## config.mk

```make
export PLATFORM = sky130hd
export DESIGN_NAME = modular_exponentiation_unit_flat
export DESIGN_NICKNAME = d
export VERILOG_FILES = /design/src/hdl/mexp_pkg.sv /design/src/hdl/mexp_if.sv /design/src/hdl/mexp_cell.sv /design/src/hdl/mexp_row.sv /design/src/hdl/modular_exponentiation_unit.sv /design/src/flat_wrapper.sv
export SDC_FILE = /design/constraint.sdc
export NUM_CORES = 1
export LEC_CHECK = 0
export BUFFER_PORTS_ARGS = -buffer_cell sky130_fd_sc_hd__buf_4
export CORE_MARGIN = 5
export CORE_UTILIZATION = 55
export DETAILED_ROUTE_END_ITERATION = 16
export PLACE_DENSITY_LB_ADDON = 0.1
export SLEW_MARGIN = 20
export SYNTH_ARGS = -nofsm -noshare
export SYNTH_HDL_FRONTEND = slang
export SYNTH_HIERARCHICAL = 1
export SYNTH_SLANG_ARGS = --single-unit
```

## constraint.sdc

```tcl
create_clock -name i_clk -period 25.4 [get_ports i_clk]
set_input_delay 1.27 -clock i_clk [delete_from_list [all_inputs] [get_ports i_clk]]
set_output_delay 1.27 -clock i_clk [all_outputs]
set_load 0.02 [all_outputs]
```

## src/hdl/mexp_pkg.sv

```systemverilog
`timescale 1ns / 1ps
`default_nettype none
// ----------------------------------------------------------------------------
// mexp_pkg: shared constants and types
// Width constants and the cell control types for the exponentiation unit.
// ----------------------------------------------------------------------------
package mexp_pkg;
    localparam int WIDTH   = 64;
    localparam int CNT_W   = $clog2(WIDTH + 1);
    localparam int NCELLS  = 4;
    localparam int SLICE_W = WIDTH / NCELLS;

    // Control broadcast along the cell row for one multiply step.
    typedef struct packed {
        logic load;   // start a new product
        logic step;   // shift in one multiplier bit
        logic xbit;   // multiplier bit for this step
    } t_cell_ctrl;

    // Which candidate of the previous step becomes the partial remainder.
    typedef enum logic [1:0] {
        SEL_SUM  = 2'd0,   // 2r + x*y
        SEL_SUB1 = 2'd1,   // 2r + x*y - m
        SEL_SUB2 = 2'd2    // 2r + x*y - 2m
    } t_sel;
endpackage
`default_nettype wire

```

## src/hdl/mexp_if.sv

```systemverilog
`timescale 1ns / 1ps
`default_nettype none
// ----------------------------------------------------------------------------
// mexp_in_if / mexp_out_if: item channels
// Valid/ready channels carrying the operand and result items.
// ----------------------------------------------------------------------------
interface mexp_in_if;
    import mexp_pkg::*;
    logic             valid;
    logic             ready;
    logic [WIDTH-1:0] base_value;
    logic [WIDTH-1:0] exponent_value;
    logic [WIDTH-1:0] modulus_value;
    modport source (output valid, base_value, exponent_value, modulus_value, input ready);
    modport sink   (input valid, base_value, exponent_value, modulus_value, output ready);
endinterface

interface mexp_out_if;
    import mexp_pkg::*;
    logic             valid;
    logic             ready;
    logic [WIDTH-1:0] power_result;
    logic             modulus_zero_error;
    modport source (output valid, power_result, modulus_zero_error, input ready);
    modport sink   (input valid, power_result, modulus_zero_error, output ready);
endinterface
`default_nettype wire

```

## src/hdl/mexp_cell.sv

```systemverilog
`timescale 1ns / 1ps
`default_nettype none
// ----------------------------------------------------------------------------
// mexp_cell: one slice of the modular doubling/add datapath
// Holds SLICE_W bits of the three candidates of the partial remainder. Each
// step computes its slice of s = 2r + x*y, of s - m and of s - 2m, passing
// carries, borrows and shifted bits to the next cell; the row controller
// picks which candidate is the remainder for the next step.
// ----------------------------------------------------------------------------
module mexp_cell import mexp_pkg::*; (
    input  wire logic               i_clk,
    input  wire t_cell_ctrl         i_ctrl,
    input  wire t_sel               i_sel,
    input  wire logic [SLICE_W-1:0] i_y,
    input  wire logic [SLICE_W-1:0] i_m,
    input  wire logic               i_rmsb,      // top bit of previous slice of r
    input  wire logic               i_mmsb,      // top bit of previous slice of m
    input  wire logic               i_cin,
    input  wire logic               i_b1in,
    input  wire logic               i_b2in,
    output logic                    o_rmsb,
    output logic                    o_mmsb,
    output logic                    o_cout,
    output logic                    o_b1out,
    output logic                    o_b2out,
    output logic [SLICE_W-1:0]      o_r
);
    logic [SLICE_W-1:0] r_sum;
    logic [SLICE_W-1:0] r_sub1;
    logic [SLICE_W-1:0] r_sub2;
    logic [SLICE_W-1:0] n_r;
    logic [SLICE_W-1:0] w_m2;
    logic [SLICE_W:0]   w_sum;
    logic [SLICE_W:0]   w_sub1;
    logic [SLICE_W:0]   w_sub2;

    always_comb begin
        case (i_sel)
            SEL_SUB1: n_r = r_sub1;
            SEL_SUB2: n_r = r_sub2;
            default:  n_r = r_sum;
        endcase
        w_m2   = {i_m[SLICE_W-2:0], i_mmsb};
        w_sum  = {1'b0, n_r[SLICE_W-2:0], i_rmsb} + {1'b0, i_y & {SLICE_W{i_ctrl.xbit}}}
                 + {{SLICE_W{1'b0}}, i_cin};
        w_sub1 = {1'b0, w_sum[SLICE_W-1:0]} - {1'b0, i_m} - {{SLICE_W{1'b0}}, i_b1in};
        w_sub2 = {1'b0, w_sum[SLICE_W-1:0]} - {1'b0, w_m2} - {{SLICE_W{1'b0}}, i_b2in};
    end

    assign o_rmsb  = n_r[SLICE_W-1];
    assign o_mmsb  = i_m[SLICE_W-1];
    assign o_cout  = w_sum[SLICE_W];
    assign o_b1out = w_sub1[SLICE_W];
    assign o_b2out = w_sub2[SLICE_W];
    assign o_r     = n_r;

    always_ff @(posedge i_clk) begin
        if (i_ctrl.load) begin
            r_sum  <= '0;
            r_sub1 <= '0;
            r_sub2 <= '0;
        end else if (i_ctrl.step) begin
            r_sum  <= w_sum[SLICE_W-1:0];
            r_sub1 <= w_sub1[SLICE_W-1:0];
            r_sub2 <= w_sub2[SLICE_W-1:0];
        end
    end
endmodule
`default_nettype wire

```

## src/hdl/mexp_row.sv

```systemverilog
`timescale 1ns / 1ps
`default_nettype none
// ----------------------------------------------------------------------------
// mexp_row: modular multiplier built from a row of cells
// Computes x*y mod m MSB-first, one multiplier bit per cycle, with the
// carries and borrows rippling through the cells. Requires y < m. Done is
// high once the last multiplier bit is in, with the product on o_p.
// ----------------------------------------------------------------------------
module mexp_row import mexp_pkg::*; (
    input  wire logic             i_clk,
    input  wire logic             i_rst_n,
    input  wire logic             i_start,
    input  wire logic [WIDTH-1:0] i_x,
    input  wire logic [WIDTH-1:0] i_y,
    input  wire logic [WIDTH-1:0] i_m,
    output logic                  o_done,
    output logic [WIDTH-1:0]      o_p
);
    logic [WIDTH-1:0] r_x;
    logic [CNT_W-1:0] r_cnt;
    logic             r_busy;
    t_sel             r_sel;
    logic             r_fin;
    t_cell_ctrl       w_ctrl;
    logic [NCELLS:0]  w_c;
    logic [NCELLS:0]  w_b1;
    logic [NCELLS:0]  w_b2;
    logic [NCELLS:0]  w_msb;
    logic [NCELLS:0]  w_mm;
    logic [WIDTH-1:0] w_r;
    logic [1:0]       w_hi;
    logic [1:0]       w_need2;
    logic             w_ok1;
    logic             w_ok2;
    t_sel             w_selnext;

    assign w_ctrl.load = i_start;
    assign w_ctrl.step = r_busy;
    assign w_ctrl.xbit = r_x[WIDTH-1];
    assign w_c[0]   = 1'b0;
    assign w_b1[0]  = 1'b0;
    assign w_b2[0]  = 1'b0;
    assign w_msb[0] = 1'b0;
    assign w_mm[0]  = 1'b0;

    genvar g;
    generate
        for (g = 0; g < NCELLS; g++) begin : g_cell
            mexp_cell u_cell (
                .i_clk  (i_clk),
                .i_ctrl (w_ctrl),
                .i_sel  (r_sel),
                .i_y    (i_y[g*SLICE_W +: SLICE_W]),
                .i_m    (i_m[g*SLICE_W +: SLICE_W]),
                .i_rmsb (w_msb[g]),
                .i_mmsb (w_mm[g]),
                .i_cin  (w_c[g]),
                .i_b1in (w_b1[g]),
                .i_b2in (w_b2[g]),
                .o_rmsb (w_msb[g+1]),
                .o_mmsb (w_mm[g+1]),
                .o_cout (w_c[g+1]),
                .o_b1out(w_b1[g+1]),
                .o_b2out(w_b2[g+1]),
                .o_r    (w_r[g*SLICE_W +: SLICE_W])
            );
        end
    endgenerate

    // 2r + x*y < 3m: bits above WIDTH are the shifted-out r bit plus the carry.
    // Take the largest subtraction that leaves no net borrow.
    assign w_hi      = {1'b0, w_msb[NCELLS]} + {1'b0, w_c[NCELLS]};
    assign w_need2   = {1'b0, w_mm[NCELLS]} + {1'b0, w_b2[NCELLS]};
    assign w_ok2     = (w_hi >= w_need2);
    assign w_ok1     = (w_hi >= {1'b0, w_b1[NCELLS]});
    assign w_selnext = w_ok2 ? SEL_SUB2 : (w_ok1 ? SEL_SUB1 : SEL_SUM);

    always_ff @(posedge i_clk) begin
        if (!i_rst_n) begin
            r_busy <= 1'b0;
            r_fin  <= 1'b0;
            r_sel  <= SEL_SUM;
            r_cnt  <= '0;
        end else begin
            r_fin <= 1'b0;
            if (i_start) begin
                r_busy <= 1'b1;
                r_sel  <= SEL_SUM;
                r_cnt  <= CNT_W'(WIDTH);
            end else if (r_busy) begin
                r_sel <= w_selnext;
                r_cnt <= r_cnt - 1'b1;
                if (r_cnt == CNT_W'(1)) begin
                    r_busy <= 1'b0;
                    r_fin  <= 1'b1;
                end
            end
        end
    end

    always_ff @(posedge i_clk) begin
        if (i_start) begin
            r_x <= i_x;
        end else if (r_busy) begin
            r_x <= {r_x[WIDTH-2:0], 1'b0};
        end
    end

    assign o_done = r_fin;
    assign o_p    = w_r;
endmodule
`default_nettype wire

```

## src/hdl/modular_exponentiation_unit.sv

```systemverilog
`timescale 1ns / 1ps
`default_nettype none
// ----------------------------------------------------------------------------
// modular_exponentiation_unit: base^exponent mod modulus
// Right-to-left square-and-multiply around one bit-serial modular multiplier
// made of a row of cells.
//
//   channel | dir | fields
//   in      | in  | base_value, exponent_value, modulus_value
//   out     | out | power_result, modulus_zero_error
//
// One item at a time. Base reduction takes one product of the base by 1,
// then each exponent bit up to the highest set one costs a squaring plus a
// multiply when the bit is set. Zero modulus or zero exponent skips the
// multiplier: the item goes to the done state, then to the output register.
// Reset is synchronous; a stalled result holds in the output register
// while the next item may already be accepted.
// ----------------------------------------------------------------------------
module modular_exponentiation_unit import mexp_pkg::*; (
    input  wire logic i_clk,
    input  wire logic i_rst_n,
    mexp_in_if.sink   i_in,
    mexp_out_if.source o_out
);
    localparam logic [2:0] S_IDLE = 3'd0;
    localparam logic [2:0] S_RED  = 3'd1;
    localparam logic [2:0] S_MUL  = 3'd2;
    localparam logic [2:0] S_SQR  = 3'd3;
    localparam logic [2:0] S_DONE = 3'd4;

    logic [2:0]       r_state;
    logic [WIDTH-1:0] r_b;
    logic [WIDTH-1:0] r_e;
    logic [WIDTH-1:0] r_m;
    logic [WIDTH-1:0] r_acc;
    logic             r_err;
    logic             r_ovalid;
    logic [WIDTH-1:0] r_opow;
    logic             r_oerr;
    logic             r_go;
    logic [WIDTH-1:0] w_x;
    logic [WIDTH-1:0] w_y;
    logic             w_done;
    logic [WIDTH-1:0] w_p;
    logic             w_acc;
    logic             w_load_out;

    assign w_acc = i_in.valid & i_in.ready;
    assign i_in.ready = (r_state == S_IDLE);
    assign w_load_out = (r_state == S_DONE) && (!r_ovalid || o_out.ready);

    always_comb begin
        unique case (r_state)
            S_RED:   begin w_x = r_b;   w_y = WIDTH'(1); end
            S_MUL:   begin w_x = r_acc; w_y = r_b;       end
            default: begin w_x = r_b;   w_y = r_b;       end
        endcase
    end

    mexp_row u_row (
        .i_clk  (i_clk),
        .i_rst_n(i_rst_n),
        .i_start(r_go),
        .i_x    (w_x),
        .i_y    (w_y),
        .i_m    (r_m),
        .o_done (w_done),
        .o_p    (w_p)
    );

    always_ff @(posedge i_clk) begin
        if (!i_rst_n) begin
            r_state  <= S_IDLE;
            r_go     <= 1'b0;
            r_ovalid <= 1'b0;
        end else begin
            r_go <= 1'b0;
            if (w_load_out) begin
                r_ovalid <= 1'b1;
            end else if (o_out.ready) begin
                r_ovalid <= 1'b0;
            end
            unique case (r_state)
                S_IDLE: begin
                    if (w_acc) begin
                        r_b   <= i_in.base_value;
                        r_e   <= i_in.exponent_value;
                        r_m   <= i_in.modulus_value;
                        r_err <= (i_in.modulus_value == '0);
                        r_acc <= (i_in.modulus_value == WIDTH'(1)
                                  && i_in.exponent_value != '0) ? '0 : WIDTH'(1);
                        if (i_in.modulus_value == '0 || i_in.exponent_value == '0) begin
                            r_state <= S_DONE;
                        end else begin
                            r_state <= S_RED;
                            r_go    <= 1'b1;
                        end
                    end
                end
                S_RED: begin
                    if (w_done) begin
                        r_b <= w_p;
                        r_go <= 1'b1;
                        r_state <= r_e[0] ? S_MUL : S_SQR;
                    end
                end
                S_MUL: begin
                    if (w_done) begin
                        r_acc <= w_p;
                        r_go <= 1'b1;
                        r_state <= S_SQR;
                    end
                end
                S_SQR: begin
                    if (w_done) begin
                        r_b <= w_p;
                        r_e <= {1'b0, r_e[WIDTH-1:1]};
                        if (r_e[WIDTH-1:1] == '0) begin
                            r_state <= S_DONE;
                        end else begin
                            r_go <= 1'b1;
                            r_state <= r_e[1] ? S_MUL : S_SQR;
                        end
                    end
                end
                S_DONE: begin
                    // hold until output register free
                    if (w_load_out) begin
                        r_opow   <= r_err ? '0 : r_acc;
                        r_oerr   <= r_err;
                        r_state  <= S_IDLE;
                    end
                end
                default: r_state <= S_IDLE;
            endcase
        end
    end

    assign o_out.valid              = r_ovalid;
    assign o_out.power_result       = r_opow;
    assign o_out.modulus_zero_error = r_oerr;
endmodule
`default_nettype wire

```

## src/flat_wrapper.sv

```systemverilog
// flat-port wrapper written by rule: the top's interface ports become plain ports
module modular_exponentiation_unit_flat import mexp_pkg::*;
  (i_clk, i_rst_n, i_in_valid, i_in_base_value, i_in_exponent_value, i_in_modulus_value, i_in_ready, o_out_valid, o_out_power_result, o_out_modulus_zero_error, o_out_ready);
  mexp_in_if i_in_i ();
  mexp_out_if o_out_i ();
  input  wire logic i_clk;
  input  wire logic i_rst_n;
  input wire logic [$bits(i_in_i.valid)-1:0] i_in_valid;
  input wire logic [$bits(i_in_i.base_value)-1:0] i_in_base_value;
  input wire logic [$bits(i_in_i.exponent_value)-1:0] i_in_exponent_value;
  input wire logic [$bits(i_in_i.modulus_value)-1:0] i_in_modulus_value;
  output wire logic [$bits(i_in_i.ready)-1:0] i_in_ready;
  output wire logic [$bits(o_out_i.valid)-1:0] o_out_valid;
  output wire logic [$bits(o_out_i.power_result)-1:0] o_out_power_result;
  output wire logic [$bits(o_out_i.modulus_zero_error)-1:0] o_out_modulus_zero_error;
  input wire logic [$bits(o_out_i.ready)-1:0] o_out_ready;
  assign i_in_i.valid = i_in_valid;
  assign i_in_i.base_value = i_in_base_value;
  assign i_in_i.exponent_value = i_in_exponent_value;
  assign i_in_i.modulus_value = i_in_modulus_value;
  assign i_in_ready = i_in_i.ready;
  assign o_out_valid = o_out_i.valid;
  assign o_out_power_result = o_out_i.power_result;
  assign o_out_modulus_zero_error = o_out_i.modulus_zero_error;
  assign o_out_i.ready = o_out_ready;
  modular_exponentiation_unit u_core (.i_clk(i_clk), .i_rst_n(i_rst_n), .i_in(i_in_i), .o_out(o_out_i));
endmodule
```

==> flow_metrics.env, run 1 <==
export IMPL_async_flop_share=0
export IMPL_reg2reg_from="u_core/r_state[0]$_SDFFE_PN0P_"
export IMPL_finalHoldViolations=0
export IMPL_post_cts_buffers=0
export IMPL_multi_input_area_sq_um=19700
export IMPL_wl_um=97400
export IMPL_cts_buffer_depth=3
export IMPL_syn_inst=3695
export IMPL_vias=27709
export IMPL_cts_max_level=3
export IMPL_synth_largest_area_cell="edfxtp_1"
export IMPL_cts_tree="built"
export IMPL_final_util=0.626
export IMPL_grt_pass1_vias=27137
export IMPL_drtPass1Iterations=5
export IMPL_crit_fanout=34
export IMPL_fp_dieH_um=269
export IMPL_rsz0062_at_grt="no"
export IMPL_ctsHoldBuffers=0
export IMPL_ant_nets=0
export IMPL_die_area_sq_um=72600
export IMPL_rows=95
export IMPL_vias_per_cell=5.75
export IMPL_max_cap_violations=0
export IMPL_avgSynthCellArea_sq_um=10.0
export IMPL_synth_area_sq_um=37000
export IMPL_endpoint="u_core/u_row/r_sel[0]$_SDFFE_PP0P_"
export IMPL_synth_commonest_cells="nand2_1 (428), edfxtp_1 (386), ha_1 (259)"
export IMPL_start_kind="register"
export IMPL_critPathLaunch="u_core/r_state[0]$_SDFFE_PN0P_"
export IMPL_synth_seq_cells=594
export IMPL_nNetsFinal=4372
export IMPL_cts_made_buffers=68
export IMPL_max_slew_margin=0.292
export IMPL_reg2reg_slack_ps=11700
export IMPL_crit_arrival_ps=14230
export IMPL_port_buffers=262
export IMPL_synthTopCellsByArea="edfxtp_1 (31%), dfxtp_1 (11%), ha_1 (8.8%)"
export IMPL_clock_sinks=594
export IMPL_endpoint_kind="register"
export IMPL_seqCellArea_sq_um=15800
export IMPL_root_buffer="clkbuf_16"
export IMPL_tns_ps=0
export IMPL_fp_dieW_um=269
export IMPL_clock_skew_ps=23.7
export IMPL_clock_latency_ps=600
export IMPL_cpMostUsedCell="fa_1"
export IMPL_ir_drop_v=0.0000602
export IMPL_path_class="register to register"
export IMPL_hold_class="register to register"
export IMPL_ys_types=115
export IMPL_track_usage=0.260
export IMPL_drive_above_1_share=0.175
export IMPL_ys_seq_area_frac=0.425
export IMPL_synth_edff_count=386
export IMPL_grt_pass1_wl_um=152000
export IMPL_io_pins=263
export IMPL_initial_core_util=0.553
export IMPL_grt_overflow=0
export IMPL_fin_crit_ps=13700
export IMPL_synth_top_area_frac=0.313
export IMPL_grt_max_degree=154
export IMPL_fillCellCount=5600
export IMPL_slowest_stage="dfxtp_1"
export IMPL_drc=0
export IMPL_setup_viol_count_final=0
export IMPL_antennaDiodeCount=0
export IMPL_powerDensity_nw_per_um2=111
export IMPL_core_area_sq_um=66900
export IMPL_dp_hpwl_um=70800
export IMPL_synth_ff_type="edfxtp_1"
export IMPL_fmax_ghz=0.0730
export IMPL_antenna_found_initial=1
export IMPL_max_stage_delay_ps=610
export IMPL_yosysMostFrequentCell="nand2_1"
export IMPL_worst_pin_slew_ps=1050
export IMPL_final_max_slew_viol_count=0
export IMPL_drt_iter0_markers=2070
export IMPL_clkTransAtPathRegs_ps=60
export IMPL_syn2layout_area_growth_pct=13.2
export IMPL_ys_warn_count=6
export IMPL_gp_congestion=0.891
export IMPL_required_ps=25930
export IMPL_wl_per_cell_um=20.2
export IMPL_worstRegToRegCells=52
export IMPL_outcome="completed"
export IMPL_r2r_end="u_core/u_row/r_sel[0]$_SDFFE_PP0P_"
export IMPL_cts_resized=0
export IMPL_p_leak_nw=16.9
export IMPL_timing_hold_ws_ps=458
export IMPL_post_route_period_util=0.539
cells by family (layout without fill, tap and decap cells):
family | Yosys count | count (layout) | share of synthesized area
and+or+nand+nor | 1268 | 1268 | 0.175
AOI/OAI and AO/OA | 719 | 719 | 0.136
DFF | 594 | 594 | 0.425
buffers and inverters | 414 | 661 | 0.0456
adders and majority gates | 283 | 283 | 0.100
muxes | 264 | 264 | 0.0782
xor gates and xnor gates | 152 | 152 | 0.0391
other | 1 | 5 | 0.000101
cell type report:
type,instances,area share
Clock buffer,88,0.0446
Clock inverter,35,0.00973
Inverter,254,0.0228
Multi-Input combinational cell,2691,0.469
Sequential cell,594,0.376
Tap cell,873,0.0261
Timing Repair Buffer,284,0.0515
state kept, by name, summed over array words and instances (netlist names), 2 cells and up:
signal,cells
u_core/r_b,64
u_core/u_row/r_sel,2
u_core/r_e,64
u_core/u_row/g_cell.u_cell/r_sum,64
u_core/u_row/g_cell.u_cell/r_sub2,64
u_core/u_row/r_cnt,7
u_core/o_out.power_result,64
u_core/u_row/g_cell.u_cell/r_sub1,64
u_core/r_state,3
u_core/u_row/r_x,64
u_core/r_acc,64
u_core/r_m,64
through the flow:
stage | power [mW] | cells | worst slack [ps] | cell area [sq um]
3_3_place_gp | 3.58 | 4696 | 12190 | 39600
6_report | 4.64 | 4819 | 11700 | 41900
3_5_place_dp | 3.60 | 4696 | 11900 | 39600
4_1_cts | 4.64 | 4819 | 11760 | 41900
5_1_grt | 5.00 | 4819 | 10720 | 41900
2_1_floorplan | 3.10 | 3699 | 14070 | 37000
per-layer routing:
layer	global-route usage	share of wire
met5	0	0.00014
met4	0.0924	0.038
met3	0.0513	0.057
met2	0.417	0.45
met1	0.353	0.45
worst max-delay path, delay by kind of cell (launching register included):
family                     cells  cell delay (ps)
AOI/OAI and AO/OA             22             5610
xor gates and xnor gates       5             1510
adders and majority gates     10             3160
buffers and inverters          4              550
DFF                            1              610
and+or+nand+nor               11             2180
cells in the final DEF (no fill, tap or decap), drive strengths merged, types with 24 or more instances in the layout:
master,synthesis,layout
a211oi,45,45
a21o,48,48
a21oi,155,155
a22oi,49,49
and2,139,139
buf,62,284
clkbuf,97,88
clkinv,1,24
dfxtp,208,208
edfxtp,386,386
fa,24,24
ha,259,259
inv,253,253
mux2,202,202
mux2i,62,62
nand2,428,428
nand2b,64,64
nand3,41,41
nand4,31,31
nor2,211,211
nor2b,160,160
nor3,41,41
nor4,55,55
o21a,41,41
o21ai,161,161
xnor2,88,88
xor2,62,62
worst min-delay path by stage:
stage	start	slack, ps	to	cells past startpoint
after global routing	u_core/u_row/g_cell[3].u_cell/r_sub2[7]$_SDFFE_PP0P_	470	u_core/u_row/g_cell[3].u_cell/r_sub2[7]$_SDFFE_PP0P_	2
after detailed placement	u_core/u_row/g_cell[1].u_cell/r_sub2[13]$_SDFFE_PP0P_	440	u_core/u_row/g_cell[1].u_cell/r_sub2[13]$_SDFFE_PP0P_	2
after global placement	u_core/u_row/g_cell[1].u_cell/r_sub2[13]$_SDFFE_PP0P_	430	u_core/u_row/g_cell[1].u_cell/r_sub2[13]$_SDFFE_PP0P_	2
after CTS	u_core/u_row/g_cell[3].u_cell/r_sub2[7]$_SDFFE_PP0P_	450	u_core/u_row/g_cell[3].u_cell/r_sub2[7]$_SDFFE_PP0P_	2
after floorplan	u_core/r_err$_DFFE_PP_	420	u_core/o_out.modulus_zero_error$_DFFE_PP_	0
final	u_core/u_row/g_cell[3].u_cell/r_sub2[13]$_SDFFE_PP0P_	460	u_core/u_row/g_cell[3].u_cell/r_sub2[13]$_SDFFE_PP0P_	2
report_power, final:
part | switching, mW | internal, mW
sequential | 0.0891 | 1.19
combinational | 1.35 | 0.990
clock | 0.401 | 0.612
total | 1.84 | 2.80
Note: power is estimated with default switching activity, not from simulation.
==> run 2, diff against run 1 <==
==> constraint.sdc (replaced) <==
create_clock -name i_clk -period 14.4 [get_ports i_clk]
set_input_delay 0.72 -clock i_clk [delete_from_list [all_inputs] [get_ports i_clk]]
set_output_delay 0.72 -clock i_clk [all_outputs]
set_load 0.02 [all_outputs]
==> run 2 against run 1 <==
Against the previous run:
- sequential cell count unchanged
- maximum frequency increased by 3.0%
- clock-buffer cell count increased by 7
- clock power increased by 86%
- cell area increased by 0.38%
- sequential power increased by 77%
- utilization increased by 0.24 points
- register-to-register slack got worse by 11000 ps
- largest cell class unchanged
==> flow_metrics.env, run 2 (synthesized netlist as in run 1, its figures left out) <==
export IMPL_grt_max_degree=136
export IMPL_fp_dieW_um=269
export IMPL_multi_input_area_sq_um=19700
export IMPL_slowest_stage="ha_1"
export IMPL_switching_share=0.392
export IMPL_die_area_sq_um=72600
export IMPL_grt_pass1_wl_um=154000
export IMPL_crit_fanout=16
export IMPL_max_stage_delay_ps=600
export IMPL_endpoint_kind="register"
export IMPL_core_area_sq_um=66900
export IMPL_grt_pass1_vias=27556
export IMPL_initial_core_util=0.553
export IMPL_crit_arrival_ps=13840
export IMPL_final_common_cell="nand2_1"
export IMPL_cts_tree="built"
export IMPL_power_switching_mw=3.24
export IMPL_syn2layout_area_growth_pct=13.6
export IMPL_nNetsFinal=4375
export IMPL_ant_nets=0
export IMPL_p_leak_nw=17.0
export IMPL_rows=95
export IMPL_fillCellCount=5635
export IMPL_setup_viol_count_final=0
export IMPL_max_cap_violations=0
export IMPL_clock_skew_ps=24.5
export IMPL_fp_dieH_um=269
export IMPL_tns_ps=0
export IMPL_combPwrFrac=0.498
export IMPL_cellInternalPower_mw=5.03
export IMPL_hold_class="primary input to register"
export IMPL_vias=27896
export IMPL_cts_max_level=3
export IMPL_fmax_ghz=0.0752
export IMPL_clkTransAtPathRegs_ps=60
export IMPL_post_cts_buffers=0
export IMPL_seqCellArea_sq_um=15800
export IMPL_worst_pin_slew_ps=1120
export IMPL_timing_final_ws_setup_ps=1090
export IMPL_drc=0
export IMPL_drtPass1Iterations=6
export IMPL_cts_buffer_depth=3
export IMPL_fin_crit_ps=13310
export IMPL_dp_hpwl_um=71000
export IMPL_final_max_slew_viol_count=0
export IMPL_gp_congestion=0.900
export IMPL_cts_resized=0
export IMPL_outcome="completed"
export IMPL_root_buffer="clkbuf_16"
export IMPL_start_kind="register"
export IMPL_pwr_share_seq=0.274
export IMPL_post_route_period_util=0.924
export IMPL_track_usage=0.262
export IMPL_port_buffers=262
export IMPL_clock_latency_ps=610
export IMPL_required_ps=14940
export IMPL_clkPwrFrac=0.227
export IMPL_drt_iter0_markers=2229
export IMPL_antenna_found_initial=0
export IMPL_drive_above_1_share=0.176
export IMPL_dpl_worst_slack_ps=1070
export IMPL_cpMostUsedCell="fa_1"
export IMPL_io_pins=263
export IMPL_grt_overflow=0
export IMPL_wl_per_cell_um=20.3
export IMPL_finalHoldViolations=0
export IMPL_mostFrequentLayoutCells="nand2_1 (427), edfxtp_1 (386), buf_4 (284)"
export IMPL_path_class="register to register"
export IMPL_wl_um=98000
export IMPL_powerDensity_nw_per_um2=197
export IMPL_cts_made_buffers=69
export IMPL_clock_sinks=594
export IMPL_vias_per_cell=5.78
export IMPL_ctsHoldBuffers=0
export IMPL_timing_hold_ws_ps=306
export IMPL_ir_drop_v=0.0000998
export IMPL_rsz0062_at_grt="no"
export IMPL_max_slew_margin=0.245
run 2: critical path, delay by kind of cell, from the launching register on:
| family | cells | cell delay [ps] |
|---|---|---|
| compound gates | 23 | 5850 |
| fa+ha+maj | 11 | 3760 |
| simple gates | 9 | 1560 |
| xor+xnor | 4 | 1360 |
| flops | 1 | 510 |
| buf+inv | 3 | 190 |
run 2: final cells by class:
class / count / share of cell area
Antenna cell: 1 / 0.0000595
Clock buffer: 95 / 0.0476
Clock inverter: 30 / 0.0100
Inverter: 254 / 0.0227
Multi-Input combinational cell: 2691 / 0.467
Sequential cell: 594 / 0.375
Tap cell: 873 / 0.0260
Timing Repair Buffer: 286 / 0.0516
run 2: per-layer routing:
| layer | GRT usage | up-vias | share of wire |
|---|---|---|---|
| li1 | - | 13623 | - |
| met1 | 0.359 | 13389 | 0.45 |
| met2 | 0.436 | 750 | 0.47 |
| met3 | 0.0383 | 134 | 0.054 |
| met4 | 0.0798 | 0 | 0.028 |
| met5 | 0 | - | 0 |
run 2: final timing paths:
kind	from	end	slack, ps	cells past startpoint
min reg2reg	u_core/u_row/g_cell[3].u_cell/r_sub2[7]$_SDFFE_PP0P_	u_core/u_row/g_cell[3].u_cell/r_sub2[7]$_SDFFE_PP0P_	450	2
min	i_in_modulus_value[59]	u_core/r_m[59]$_DFFE_PP_	310	1
max	u_core/u_row/r_sel[0]$_SDFFE_PP0P_	u_core/u_row/r_sel[0]$_SDFFE_PP0P_	1090	50
max reg2reg	u_core/u_row/r_sel[0]$_SDFFE_PP0P_	u_core/u_row/r_sel[0]$_SDFFE_PP0P_	1090	50
run 2: power by group through the flow:
stage	registers [mW]	clock network (mW)	logic [mW]
final	2.27	1.88	4.12
after global routing	2.30	2.00	4.62
after CTS	2.27	1.92	4.09
after detailed placement	2.30	0	4.05
after global placement	2.29	0	4.01
after floorplan	2.23	0	3.24
run 2: through the flow:
stage / cell area [sq um] / cells / utilization / power [mW]
finish: 42100 / 4824 / 0.629 / 8.27
detailed placement: 39600 / 4698 / 0.592 / 6.35
floorplan: 37000 / 3699 / - / 5.48
global route: 42100 / 4823 / 0.629 / 8.91
CTS: 42100 / 4823 / 0.628 / 8.28
global placement: 39600 / 4698 / 0.592 / 6.30
